File: src/hw/rtl/ehpd_pkg.sv
// ehpd_pkg: shared types and codes for the exception-header pointer decoder
// used by the channel interfaces and the top level; depends on nothing
package ehpd_pkg;

	typedef logic [63:0] word_t;
	typedef logic [7:0]  byte_t;
	typedef logic [3:0]  count_t;
	typedef logic [1:0]  status_t;

	// command of one input item
	localparam logic CMD_BEGIN = 1'b0;
	localparam logic CMD_BYTE  = 1'b1;

	// whole-byte encodings with a meaning of their own
	localparam byte_t ENC_OMIT    = 8'hff;
	localparam byte_t ENC_ALIGNED = 8'h50;

	// value formats, low nibble of the encoding
	localparam logic [3:0] FMT_ABSPTR = 4'h0;
	localparam logic [3:0] FMT_ULEB   = 4'h1;
	localparam logic [3:0] FMT_U2     = 4'h2;
	localparam logic [3:0] FMT_U4     = 4'h3;
	localparam logic [3:0] FMT_U8     = 4'h4;
	localparam logic [3:0] FMT_SLEB   = 4'h9;
	localparam logic [3:0] FMT_S2     = 4'ha;
	localparam logic [3:0] FMT_S4     = 4'hb;
	localparam logic [3:0] FMT_S8     = 4'hc;
	localparam logic [3:0] FMT_U1     = 4'hd;
	localparam logic [3:0] FMT_S1     = 4'he;

	// relative modes, encoding bits 6:4
	localparam logic [2:0] MODE_PCREL   = 3'd1;
	localparam logic [2:0] MODE_DATAREL = 3'd3;
	localparam logic [2:0] MODE_FUNCREL = 3'd4;

	// result status
	localparam status_t ST_OK        = 2'd0;
	localparam status_t ST_LEB_LONG  = 2'd1;
	localparam status_t ST_ALIGN_OVF = 2'd2;

endpackage

File: src/hw/rtl/ehpd_in_if.sv
// ehpd_in_if: input item channel of the pointer decoder, valid/ready handshake
// depends on ehpd_pkg
interface ehpd_in_if import ehpd_pkg::*; ();
	logic  valid;
	logic  ready;
	logic  cmd;
	byte_t encoding;
	word_t start_addr;
	word_t data_base;
	word_t func_base;
	byte_t data_byte;

	modport source (
		output valid, cmd, encoding, start_addr, data_base, func_base, data_byte,
		input  ready
	);
	modport sink (
		input  valid, cmd, encoding, start_addr, data_base, func_base, data_byte,
		output ready
	);
endinterface

File: src/hw/rtl/ehpd_out_if.sv
// ehpd_out_if: result item channel of the pointer decoder, valid/ready handshake
// depends on ehpd_pkg
interface ehpd_out_if import ehpd_pkg::*; ();
	logic    valid;
	logic    ready;
	word_t   value;
	count_t  bytes_used;
	status_t status;

	modport source (
		output valid, value, bytes_used, status,
		input  ready
	);
	modport sink (
		input  valid, value, bytes_used, status,
		output ready
	);
endinterface

File: src/hw/rtl/eh_pointer_encoding_decoder.sv
// eh_pointer_encoding_decoder: decodes one exception-header pointer from a byte stream
// the item that completes a result passes the input register, then the result register
// throughput: one item per cycle while the result register does not stall
// the only stall is a full result register that the sink does not take
// reset (arst_n low, asynchronous) empties both registers and leaves the decoder idle
// depends on ehpd_pkg, ehpd_in_if, ehpd_out_if
module eh_pointer_encoding_decoder import ehpd_pkg::*; #(
	parameter int POINTER_BYTES = 8,
	parameter int MAX_LEB_BYTES = 10
) (
	input  logic       clk,
	input  logic       arst_n,
	ehpd_in_if.sink    stream,
	ehpd_out_if.source result
);

	// pointer length, overlong limit, highest start address that can still be aligned
	localparam count_t PtrLen     = 4'(POINTER_BYTES);
	localparam count_t MaxLeb     = 4'(MAX_LEB_BYTES);
	localparam word_t  AlignLimit = ~64'(POINTER_BYTES - 1);

	// weight of byte idx of an address, that is 256**idx mod POINTER_BYTES
	function automatic int byte_weight(input int idx);
		int w;
		w = 1;
		for (int i = 0; i < idx; i++) begin
			w = (w * 256) % POINTER_BYTES;
		end
		return w;
	endfunction

	localparam int W1 = byte_weight(1);

	// ---------------------------------------------------------------
	// input register
	// ---------------------------------------------------------------
	logic  valid_s1;
	logic  cmd_s1;
	byte_t enc_s1;
	word_t start_s1;
	word_t dbase_s1;
	word_t fbase_s1;
	byte_t byte_s1;

	logic res_valid_q;
	logic slot_free;
	logic advance;

	// the input register moves on whenever the result register is empty or being taken
	assign slot_free    = !res_valid_q || result.ready;
	assign advance      = valid_s1 && slot_free;
	assign stream.ready = !valid_s1 || slot_free;

	always_ff @(posedge clk or negedge arst_n) begin
		if (!arst_n) begin
			valid_s1 <= 1'b0;
		end else if (stream.valid && stream.ready) begin
			valid_s1 <= 1'b1;
		end else if (advance) begin
			valid_s1 <= 1'b0;
		end
	end

	always_ff @(posedge clk) begin
		if (stream.valid && stream.ready) begin
			cmd_s1   <= stream.cmd;
			enc_s1   <= stream.encoding;
			start_s1 <= stream.start_addr;
			dbase_s1 <= stream.data_base;
			fbase_s1 <= stream.func_base;
			byte_s1  <= stream.data_byte;
		end
	end

	// ---------------------------------------------------------------
	// decoder state
	// ---------------------------------------------------------------
	logic   busy_q;      // a value is in progress
	logic   leb_q;       // value is LEB128
	logic   sleb_q;      // value is signed LEB128
	logic   sext_q;      // fixed field narrower than 64 bits to sign-extend
	count_t count_q;     // stream bytes taken so far, padding included
	logic [2:0] pad_left_q;
	count_t len_q;       // fixed field length in bytes
	count_t target_q;    // padding plus field length
	word_t  acc_q;
	word_t  base_q;      // base picked by the relative mode, zero if none

	logic   busy_d, leb_d, sleb_d, sext_d;
	count_t count_d, len_d, target_d;
	logic [2:0] pad_left_d;
	word_t  acc_d, base_d;

	logic    emit_c;
	word_t   value_c;
	count_t  used_c;
	status_t status_c;

	// begin-side decode
	logic [3:0]  fmt;
	logic [2:0]  mode;
	count_t      len_c;
	logic        fmt_signed_c;
	logic        fmt_leb_c;
	word_t       base_sel;

	// alignment padding: start address folded down, then reduced mod POINTER_BYTES
	logic [13:0] fold1;
	logic [9:0]  fold2;
	logic [8:0]  fold3;
	logic [9:0]  rem;
	logic [2:0]  pad_c;

	// byte-side datapath
	count_t      count_inc;
	logic [6:0]  leb_sh;
	logic [6:0]  leb_sh_next;
	word_t       leb_acc;
	word_t       shift_acc;
	word_t       fixed_val;
	logic [6:0]  field_bits;

	always_comb begin
		fmt  = enc_s1[3:0];
		mode = enc_s1[6:4];

		unique case (fmt)
			FMT_ABSPTR:     len_c = PtrLen;
			FMT_U2, FMT_S2: len_c = 4'd2;
			FMT_U4, FMT_S4: len_c = 4'd4;
			FMT_U8, FMT_S8: len_c = 4'd8;
			FMT_U1, FMT_S1: len_c = 4'd1;
			default:        len_c = 4'd0;
		endcase
		fmt_signed_c = (fmt == FMT_S2) || (fmt == FMT_S4) || (fmt == FMT_S8)
			|| (fmt == FMT_S1);
		fmt_leb_c = (fmt == FMT_ULEB) || (fmt == FMT_SLEB);

		unique case (mode)
			MODE_PCREL:   base_sel = start_s1;
			MODE_DATAREL: base_sel = dbase_s1;
			MODE_FUNCREL: base_sel = fbase_s1;
			default:      base_sel = '0;
		endcase

		fold1 = '0;
		for (int i = 0; i < 8; i++) begin
			fold1 = fold1 + 14'(start_s1[8*i +: 8]) * 14'(byte_weight(i));
		end
		fold2 = 10'(fold1[7:0]) + 10'(fold1[13:8]) * 10'(W1);
		fold3 = 9'(fold2[7:0]) + 9'(fold2[9:8]) * 9'(W1);
		rem   = {1'b0, fold3};
		for (int k = 6; k >= 0; k--) begin
			if (rem >= 10'(POINTER_BYTES << k)) begin
				rem = rem - 10'(POINTER_BYTES << k);
			end
		end
		pad_c = (rem == '0) ? 3'd0 : 3'(PtrLen - rem[3:0]);

		// LEB128: seven payload bits per byte, bits at 64 and above fall off
		count_inc   = count_q + 4'd1;
		leb_sh      = 7'({count_q, 3'b000} - {3'b000, count_q});
		leb_sh_next = leb_sh + 7'd7;
		leb_acc     = acc_q | ({57'd0, byte_s1[6:0]} << leb_sh);
		if (sleb_q && !byte_s1[7] && byte_s1[6]) begin
			leb_acc = leb_acc | (~64'd0 << leb_sh_next);
		end

		// fixed field: bytes enter from the top, the field ends up in the high bytes
		shift_acc  = {byte_s1, acc_q[63:8]};
		field_bits = {len_q[3:0], 3'b000};
		fixed_val  = shift_acc >> (7'd64 - field_bits);
		if (sext_q && shift_acc[63]) begin
			fixed_val = fixed_val | (~64'd0 << field_bits);
		end

		busy_d     = busy_q;
		leb_d      = leb_q;
		sleb_d     = sleb_q;
		sext_d     = sext_q;
		count_d    = count_q;
		len_d      = len_q;
		target_d   = target_q;
		pad_left_d = pad_left_q;
		acc_d      = acc_q;
		base_d     = base_q;
		emit_c     = 1'b0;
		value_c    = '0;
		used_c     = '0;
		status_c   = ST_OK;

		if (cmd_s1 == CMD_BEGIN) begin
			// a begin always restarts, abandoning any value in progress
			busy_d     = 1'b0;
			leb_d      = fmt_leb_c;
			sleb_d     = (fmt == FMT_SLEB);
			sext_d     = fmt_signed_c && (len_c < 4'd8);
			count_d    = '0;
			len_d      = len_c;
			target_d   = len_c;
			pad_left_d = '0;
			acc_d      = '0;
			base_d     = base_sel;
			if (enc_s1 == ENC_OMIT) begin
				emit_c = 1'b1;
			end else if (enc_s1 == ENC_ALIGNED) begin
				leb_d  = 1'b0;
				sext_d = 1'b0;
				if (start_s1 > AlignLimit) begin
					emit_c   = 1'b1;
					status_c = ST_ALIGN_OVF;
				end else begin
					busy_d     = 1'b1;
					pad_left_d = pad_c;
					len_d      = PtrLen;
					target_d   = 4'({1'b0, pad_c} + PtrLen);
				end
			end else if (fmt_leb_c || (len_c != '0)) begin
				busy_d = 1'b1;
			end else begin
				// undefined format: no bytes, just the base
				emit_c  = 1'b1;
				value_c = base_sel;
			end
		end else if (busy_q) begin
			count_d = count_inc;
			if (leb_q) begin
				acc_d = leb_acc;
				if (!byte_s1[7]) begin
					busy_d  = 1'b0;
					emit_c  = 1'b1;
					value_c = leb_acc + base_q;
					used_c  = count_inc;
				end else if (count_inc >= MaxLeb) begin
					busy_d   = 1'b0;
					emit_c   = 1'b1;
					used_c   = count_inc;
					status_c = ST_LEB_LONG;
				end
			end else if (pad_left_q != '0) begin
				pad_left_d = pad_left_q - 3'd1;
			end else begin
				acc_d = shift_acc;
				if (count_inc >= target_q) begin
					busy_d  = 1'b0;
					emit_c  = 1'b1;
					value_c = fixed_val + base_q;
					used_c  = count_inc;
				end
			end
		end
	end

	always_ff @(posedge clk or negedge arst_n) begin
		if (!arst_n) begin
			busy_q     <= 1'b0;
			count_q    <= '0;
			pad_left_q <= '0;
		end else if (advance) begin
			busy_q     <= busy_d;
			count_q    <= count_d;
			pad_left_q <= pad_left_d;
		end
	end

	always_ff @(posedge clk) begin
		if (advance) begin
			leb_q    <= leb_d;
			sleb_q   <= sleb_d;
			sext_q   <= sext_d;
			len_q    <= len_d;
			target_q <= target_d;
			acc_q    <= acc_d;
			base_q   <= base_d;
		end
	end

	// ---------------------------------------------------------------
	// result register
	// ---------------------------------------------------------------
	word_t   res_value_q;
	count_t  res_used_q;
	status_t res_status_q;

	always_ff @(posedge clk or negedge arst_n) begin
		if (!arst_n) begin
			res_valid_q <= 1'b0;
		end else if (advance) begin
			res_valid_q <= emit_c;
		end else if (result.ready) begin
			res_valid_q <= 1'b0;
		end
	end

	always_ff @(posedge clk) begin
		if (advance && emit_c) begin
			res_value_q  <= value_c;
			res_used_q   <= used_c;
			res_status_q <= status_c;
		end
	end

	assign result.valid      = res_valid_q;
	assign result.value      = res_value_q;
	assign result.bytes_used = res_used_q;
	assign result.status     = res_status_q;

	// ---------------------------------------------------------------
	// checks
	// ---------------------------------------------------------------
	a_align_ovf_empty: assert property (@(posedge clk) disable iff (!arst_n)
		res_valid_q && (res_status_q == ST_ALIGN_OVF) |-> (res_used_q == '0)
			&& (res_value_q == '0))
		else $error("alignment overflow result carries bytes or a value");

	a_leb_long_len: assert property (@(posedge clk) disable iff (!arst_n)
		res_valid_q && (res_status_q == ST_LEB_LONG) |-> (res_used_q == MaxLeb))
		else $error("overlong result with wrong byte count");

	a_pad_when_busy: assert property (@(posedge clk) disable iff (!arst_n)
		(pad_left_q != '0) |-> busy_q && !leb_q)
		else $error("padding left while no aligned value is in progress");

	a_fixed_below_target: assert property (@(posedge clk) disable iff (!arst_n)
		busy_q && !leb_q |-> (count_q < target_q))
		else $error("fixed field ran past its length");

	a_leb_below_limit: assert property (@(posedge clk) disable iff (!arst_n)
		busy_q && leb_q |-> (count_q < MaxLeb))
		else $error("LEB128 value ran past the byte limit");

	a_stall_cause: assert property (@(posedge clk) disable iff (!arst_n)
		!stream.ready |-> valid_s1 && res_valid_q && !result.ready)
		else $error("input stalled without a blocked result");

endmodule
File: src/flat_wrapper.sv
// flat-port wrapper written by rule: the top's interface ports become plain ports
module eh_pointer_encoding_decoder_flat import ehpd_pkg::*;
#(
	parameter int POINTER_BYTES = 8,
	parameter int MAX_LEB_BYTES = 10
)
  (clk, arst_n, stream_valid, stream_cmd, stream_encoding, stream_start_addr, stream_data_base, stream_func_base, stream_data_byte, stream_ready, result_valid, result_value, result_bytes_used, result_status, result_ready);
  ehpd_in_if stream_i ();
  ehpd_out_if result_i ();
  input  logic clk;
  input  logic arst_n;
  input wire logic [$bits(stream_i.valid)-1:0] stream_valid;
  input wire logic [$bits(stream_i.cmd)-1:0] stream_cmd;
  input wire logic [$bits(stream_i.encoding)-1:0] stream_encoding;
  input wire logic [$bits(stream_i.start_addr)-1:0] stream_start_addr;
  input wire logic [$bits(stream_i.data_base)-1:0] stream_data_base;
  input wire logic [$bits(stream_i.func_base)-1:0] stream_func_base;
  input wire logic [$bits(stream_i.data_byte)-1:0] stream_data_byte;
  output wire logic [$bits(stream_i.ready)-1:0] stream_ready;
  output wire logic [$bits(result_i.valid)-1:0] result_valid;
  output wire logic [$bits(result_i.value)-1:0] result_value;
  output wire logic [$bits(result_i.bytes_used)-1:0] result_bytes_used;
  output wire logic [$bits(result_i.status)-1:0] result_status;
  input wire logic [$bits(result_i.ready)-1:0] result_ready;
  assign stream_i.valid = stream_valid;
  assign stream_i.cmd = stream_cmd;
  assign stream_i.encoding = stream_encoding;
  assign stream_i.start_addr = stream_start_addr;
  assign stream_i.data_base = stream_data_base;
  assign stream_i.func_base = stream_func_base;
  assign stream_i.data_byte = stream_data_byte;
  assign stream_ready = stream_i.ready;
  assign result_valid = result_i.valid;
  assign result_value = result_i.value;
  assign result_bytes_used = result_i.bytes_used;
  assign result_status = result_i.status;
  assign result_i.ready = result_ready;
  eh_pointer_encoding_decoder #(.POINTER_BYTES(POINTER_BYTES), .MAX_LEB_BYTES(MAX_LEB_BYTES)) u_core (.clk(clk), .arst_n(arst_n), .stream(stream_i), .result(result_i));
endmodule
File: config.mk
export PLATFORM = sky130hd
export DESIGN_NAME = eh_pointer_encoding_decoder_flat
export DESIGN_NICKNAME = d
export VERILOG_FILES = /design/src/hw/rtl/ehpd_pkg.sv /design/src/hw/rtl/ehpd_in_if.sv /design/src/hw/rtl/ehpd_out_if.sv /design/src/hw/rtl/eh_pointer_encoding_decoder.sv /design/src/flat_wrapper.sv
export SDC_FILE = /design/constraint.sdc
export NUM_CORES = 1
export LEC_CHECK = 0
export BUFFER_PORTS_ARGS = -buffer_cell sky130_fd_sc_hd__buf_2
export CAP_MARGIN = 25
export CORE_ASPECT_RATIO = 1.4
export CORE_MARGIN = 10
export CORE_UTILIZATION = 30
export CTS_CLUSTER_DIAMETER = 60
export CTS_CLUSTER_SIZE = 14
export DETAILED_ROUTE_END_ITERATION = 10
export PLACE_DENSITY = 0.52
export SYNTH_ARGS = -nofsm -noshare
export SYNTH_HDL_FRONTEND = slang
export SYNTH_SLANG_ARGS = --single-unit
File: constraint.sdc
create_clock -name clk -period 7.7 [get_ports clk]
set_input_delay 0.385 -clock clk [delete_from_list [all_inputs] [get_ports clk]]
set_output_delay 0.385 -clock clk [all_outputs]
set_load 0.01 [all_outputs]
==> reports/results.ini, run 1 <==
[status]
outcome = complete, no violations

[clocking]
cts_root_buf = clkbuf_16
htreeDepth = 2
numClockSinks = 431
cts_buffers = 44
clk_latency_ns = 0.62
cts_tree = built
cts_buffer_depth = 3
cts_setup_buffers = 0
path_clk_slew_ns = 0.07

[synthesis]
netlist.top_cell.by_area = edfxtp_1
yosys-top-cells-area = edfxtp_1 44%, ha_1 6.6%, o21ai_0 5.2%
ys_seq_area_frac = 0.450
synth_cell_types = 84
synth-edff-count = 417
synth_warnings = 0
synth_flop_cell = edfxtp_1
synth_area_per_cell_sq_um = 9.82
syn-cell-area_sq_um = 28600
synth.most_common_cell = edfxtp_1
synth_top_area_share = 0.438
synth_common_cells = 417 x edfxtp_1, 312 x nand2_1, 299 x o21ai_0, 235 x a21oi_1, 200 x nor2_1
postSynthCellCount = 2909
synth-seq-cells = 431
async_flop_share = 0.0232

[global_route]
grt_remaining_overflow = 0
grt_max_degree = 144
track_usage = 0.220
grt_pass1_vias = 26000
grt_busiest_layer = met2
met2_usage = 0.388
grt_util_met1 = 0.248
grtUsageMet3 = 0.0325
antenna_found_initial = 4
grt_pass1_wl_um = 176000

[worst_hold_path]
hold_class = in2reg
hold_depth = 4
hold_end = u_core.valid_s1
hold_path_startpoint = result_ready

[sta]
slew_headroom = 0.240
finalMaxSlewViolations = 0
rsz0062_at_grt = no
worst_hold_slack_ns = 0.0905
finalCritPeriodShare = 0.931
finalHoldViolCount = 0
fin_setup_tns_ns = 0
fmax_ghz = 0.139
worst_slack_ns = 0.531
period_minus_slack_ns = 7.17
finClkSkew_ns = 0.0283
finalSetupViolCount = 0
worst_slew_pin_slew_ns = 1.14

[setup_path]
cp.arrival_ns = 7.53
reg2reg_slack_ns = 0.53
rr_worst_depth = 24
r2r-end = u_core.result.value[63]
crit_required_ns = 8.06
regToRegStartpoint = u_core.count_q[1]
crit_fanout = 17
start_kind = flop
setup.worst_path.end_class = flop
crit_type = reg2reg

[pwr]
p_leak_uw = 0.0140
power.density_nw_per_um2 = 317
peakVddDrop_mv = 0.229

[finish]
area.growth.synth_to_final_pct = 22.6
nFillCells = 9452
layout.nets = 3726
multi_input_area_sq_um = 14900
layout-drive-gt1-share = 0.149
fin_area_sq_um = 35000
regArea_sq_um = 12900

[placement]
place_hpwl_um = 94200
place_area_sq_um = 31500
gp_congestion = 1.01
dp_slack_ns = 0.596
io_buffers = 284

[routing]
first_iter_violations = 2056
routed_wl_um = 123000
viasPerCell = 5.55
avgRoutedWirePerCell_um = 26.7
dr_total_vias = 25600
dr.pass1.iters = 6
detail-route-antenna-nets = 0
drc_errors = 0

[floorplan]
dieArea_sq_um = 108000
start_util = 0.303
fp.dieH_um = 385
fp.dieW_um = 281
num_rows = 133
ios = 285
coreArea_sq_um = 94200

[flow_run]
drv_cap = 0

per-layer routing:
metal / vias up / part of all wire
li1: 11900 / -
met1: 12500 / 0.38
met2: 899 / 0.50
met3: 257 / 0.052
met4: 2 / 0.068
met5: - / 0.00011
worst max path at each step:
stage	to	depth (start not counted)	start	slack, ns
6_report	u_core.result.value[63]	24	u_core.count_q[1]	0.53
3_5_place_dp	u_core.result.value[63]	24	u_core.count_q[1]	0.60
4_1_cts	u_core.result.value[63]	24	u_core.count_q[1]	0.55
5_1_grt	u_core.result.value[63]	24	u_core.count_q[1]	0.18
2_1_floorplan	u_core.result.bytes_used[0]	12	u_core.count_q[0]	0.82
3_3_place_gp	u_core.result.value[63]	24	u_core.count_q[1]	0.77
critical path, cell delays in order, from the launching register on:
cell and delay (ns):
dfrtp_1 0.52, inv_1 0.14, ha_1 0.28, ha_1 0.63, inv_2 0.19, a22oi_2 0.34
nand2_2 0.08, o21ai_0 0.38, a211o_1 0.23, nor2_2 0.04, buf_4 0.19, a221oi_1 0.59
inv_1 0.12, ha_1 0.32, a211o_1 0.12, o211ai_1 0.18, a211o_1 0.37, a311o_1 0.45
a21boi_0 0.41, o21ai_0 0.15, buf_4 0.18, a31oi_1 0.36, a41oi_1 0.20, xnor2_1 0.16
a211o_1 0.29
power breakdown:
| part | switching, uW | total [uW] | internal (uW) | leakage (uW) |
|---|---|---|---|---|
| Sequential | 225 | 3130 | 2900 | 0.00419 |
| Combinational | 3910 | 5840 | 1930 | 0.00917 |
| Clock | 1020 | 2130 | 1110 | 0.000657 |
cells by family (layout without fill, tap and decap cells):
group	after synthesis	count (layout)	synth area share
multiplexers	170	170	0.0640
flip-flops	431	431	0.450
AND/OR/NAND/NOR	810	810	0.131
AO/OA/AOI/OAI	981	981	0.217
buffers and inverters	237	712	0.0323
other	1	4	0.000131
adder cells (fa/ha/maj)	153	153	0.0675
XOR/XNOR	126	126	0.0386
cell type report:
class,instances,share of cell area
timing repair buffer,571,0.119
tap,1215,0.0434
inverter,70,0.00771
clock inverter,21,0.00632
clock buffer,50,0.0323
antenna,2,0.000143
multi-input combinational,2242,0.424
sequential,431,0.367
repair_timing:
item / in CTS / in global routing
hold buffers: 211 / 0
endpoints found under the hold margin: 220 / 0
resized for setup: 0 / 0
flip-flops by register name, indices dropped and copies added, names as in the netlist, 8 cells and up:
register and count:
u_core.acc_q 64, u_core.base_q 64, u_core.byte_s1 8, u_core.dbase_s1 64, u_core.enc_s1 8, u_core.fbase_s1 64, u_core.result.value 64, u_core.start_s1 64
layout by cell type (no fill, tap or decap), types with 16 or more instances in the layout:
cell	n
a211o_1	17
a211oi_1	47
a21o_1	97
a21oi_1	234
a221o_1	16
a22oi_1	44
a31oi_1	25
and2_1	22
and3_1	16
buf_2	284
buf_4	70
clkbuf_16	44
dlygate4sd3_1	211
edfxtp_1	417
ha_1	150
inv_1	66
mux2_2	21
mux2i_1	141
nand2_1	311
nand2b_1	25
nand3_1	53
nand4_1	46
nor2_1	197
nor2b_1	26
nor3_1	36
o211ai_1	18
o21a_1	27
o21ai_0	298
o21bai_1	26
or2_2	16
xnor2_1	73
xor2_1	52
metrics by stage:
step,std cells,utilization,power [uW]
after floorplan,2910,-,6630
after global placement,4316,0.335,8840
after detailed placement,4316,0.335,8750
after CTS,4598,0.372,11000
after global routing,4601,0.372,11600
final,4602,0.372,11100
Power figures use the tool's default switching activity.
==> run 2, diff against run 1 <==
Settings changed: CTS_BUF_LIST set to sky130_fd_sc_hd__clkbuf_4 sky130_fd_sc_hd__clkbuf_8 sky130_fd_sc_hd__clkbuf_16, CTS_CLUSTER_SIZE 14 to 16.
==> run 2 against run 1 <==
Compared with the run above: die area unchanged; global-route usage about the same; register-to-register slack gained 0.03 ns; flip-flop and latch count unchanged; cell area about the same; worst hold slack improved by 0.0075 ns; sequential power about the same; combinational power hardly changed; cell count about the same; clock-buffer cell count fell by 3; largest cell class unchanged.
==> reports/results.ini, run 2 (synthesis gave the netlist of run 1 again) <==
[floorplan]
coreArea_sq_um = 94200
dieArea_sq_um = 108000
ios = 285
start_util = 0.303
num_rows = 133
fp.dieH_um = 385
fp.dieW_um = 281

[sta]
finalHoldViolCount = 0
worst_slew_pin_slew_ns = 1.10
worst_hold_slack_ns = 0.0980
fmax_ghz = 0.140
finClkSkew_ns = 0.0312
fin_setup_tns_ns = 0
finalSetupViolCount = 0
slew_headroom = 0.261
worst_slack_ns = 0.563
finalCritPeriodShare = 0.927
rsz0062_at_grt = no
period_minus_slack_ns = 7.14
finalMaxSlewViolations = 0

[global_route]
antenna_found_initial = 3
grt_pass1_vias = 26000
grt_remaining_overflow = 0
grt_max_degree = 144
grt_pass1_wl_um = 176000
track_usage = 0.219

[finish]
layout.nets = 3723
area.growth.synth_to_final_pct = 22.6
final_cell_mix = 417 x edfxtp_1, 311 x nand2_1, 298 x o21ai_0
layout-drive-gt1-share = 0.150
final_common_cell = edfxtp_1
fin_area_sq_um = 35000

[pwr]
switching_share = 0.464
power_switching_uw = 5150
power_frac_comb = 0.526
peakVddDrop_mv = 0.231
power.density_nw_per_um2 = 317
power.share.clock = 0.193
p_leak_uw = 0.0140
total_power_uw = 11100
p_int_uw = 5960
seq_power_share = 0.281

[placement]
io_buffers = 284
place_area_sq_um = 31500
place_hpwl_um = 94200
gp_congestion = 1.01
dp_slack_ns = 0.596

[routing]
wl_met1_um = 47000
drc_errors = 0
routed_wl_um = 123000
wl_met3_um = 5740
first_iter_violations = 2079
detail-route-antenna-nets = 0
dr.pass1.iters = 6
dr_total_vias = 25400
viasPerCell = 5.53
wl_met2_um = 61200
avgRoutedWirePerCell_um = 26.7
highest_layer = met4

[setup_path]
regToRegStartpoint = u_core.count_q[1]
crit_fanout = 17
start_kind = flop
crit_type = reg2reg
timing.critical_path.from = u_core.count_q[1]
cp.arrival_ns = 7.50
reg2reg_slack_ns = 0.56
crit_required_ns = 8.06
setup.worst_path.end_class = flop

[worst_hold_path]
hold_class = in2reg
hold_path_startpoint = result_ready

[clocking]
clk_latency_ns = 0.61
cts_buffers = 41
cts_tree = built
cts_root_buf = clkbuf_16
numClockSinks = 431
htreeDepth = 2
cts_resized = 0
path_clk_slew_ns = 0.08
cts_buffer_depth = 3
cts_setup_buffers = 0

[flow_run]
drv_cap = 0

[status]
outcome = complete, no violations

## run 2: cell count changes in the layout (fill, tap and decap cells not counted)
| cell | before | now |
|---|---|---|
| bufinv_16 | 1 | 2 |
| clkinv_4 | 0 | 4 |
| diode_2 | 2 | 1 |
| inv_6 | 4 | 3 |
| clkinv_1 | 3 | 1 |
| clkbuf_4 | 1 | 5 |
| clkbuf_16 | 44 | 43 |
| clkbuf_1 | 5 | 0 |
| inv_12 | 0 | 1 |
| clkinv_8 | 5 | 2 |
| clkinvlp_4 | 2 | 4 |
| clkbuf_8 | 1 | 0 |
| inv_8 | 4 | 5 |
| clkinv_2 | 3 | 0 |
## run 2: power groups by stage
stage / combinational [uW] / sequential [uW] / clock (uW)
2_1_floorplan: 3530 / 3090 / 0
3_3_place_gp: 5670 / 3170 / 0
3_5_place_dp: 5580 / 3170 / 0
4_1_cts: 5700 / 3120 / 2190
5_1_grt: 6220 / 3140 / 2280
6_report: 5840 / 3130 / 2140
## run 2: through the flow
step           utilization  std cells
2_1_floorplan            -       2910
3_3_place_gp         0.335       4316
3_5_place_dp         0.335       4316
4_1_cts              0.372       4595
5_1_grt              0.372       4598
6_report             0.372       4598
## run 2: per-layer routing
metal,up-vias,global-route usage
met2,855,0.387
li1,11900,-
met5,-,0
met4,0,0.134
met3,272,0.0298
met1,12400,0.249
## run 2: timing repair
| item | in CTS | in global routing |
|---|---|---|
| endpoints found under the hold margin | 220 | 0 |
| hold buffers | 211 | 0 |
| setup endpoints to repair | 0 | 0 |
## run 2: final cells by class
cell class | instances | area, sq um
Multi-Input combinational cell | 2242 | 14900
Inverter | 70 | 270
Clock inverter | 21 | 249
Timing Repair Buffer | 571 | 4170
Fill cell | 9452 | 59100
Antenna cell | 1 | 2.50
Clock buffer | 47 | 1110
Sequential cell | 431 | 12900
Tap cell | 1215 | 1520
## run 2: worst max-delay path, stage by stage, from the launching register on
cell      delay (ns)
dfrtp_1         0.52
inv_1           0.14
ha_1            0.28
ha_1            0.63
inv_2           0.19
a22oi_2         0.34
nand2_2         0.08
o21ai_0         0.36
a211o_1         0.22
nor2_2          0.04
buf_4           0.19
a221oi_1        0.60
inv_1           0.11
ha_1            0.32
a211o_1         0.12
o211ai_1        0.16
a211o_1         0.38
a311o_1         0.45
a21boi_0        0.41
o21ai_0         0.15
buf_4           0.18
a31oi_1         0.36
a41oi_1         0.19
xnor2_1         0.16
a211o_1         0.29
## run 2: worst paths after layout
| path | endpoint | cells after the start |
|---|---|---|
| worst max-delay path | u_core.result.value[63] | 24 |
| worst min-delay path | u_core.valid_s1 | 4 |
| worst max register to register | u_core.result.value[63] | 24 |
| worst min register to register | u_core.pad_left_q[1] | 1 |
| max in group asynchronous | u_core.count_q[1] | 2 |
| min in group asynchronous | u_core.result.valid | 2 |
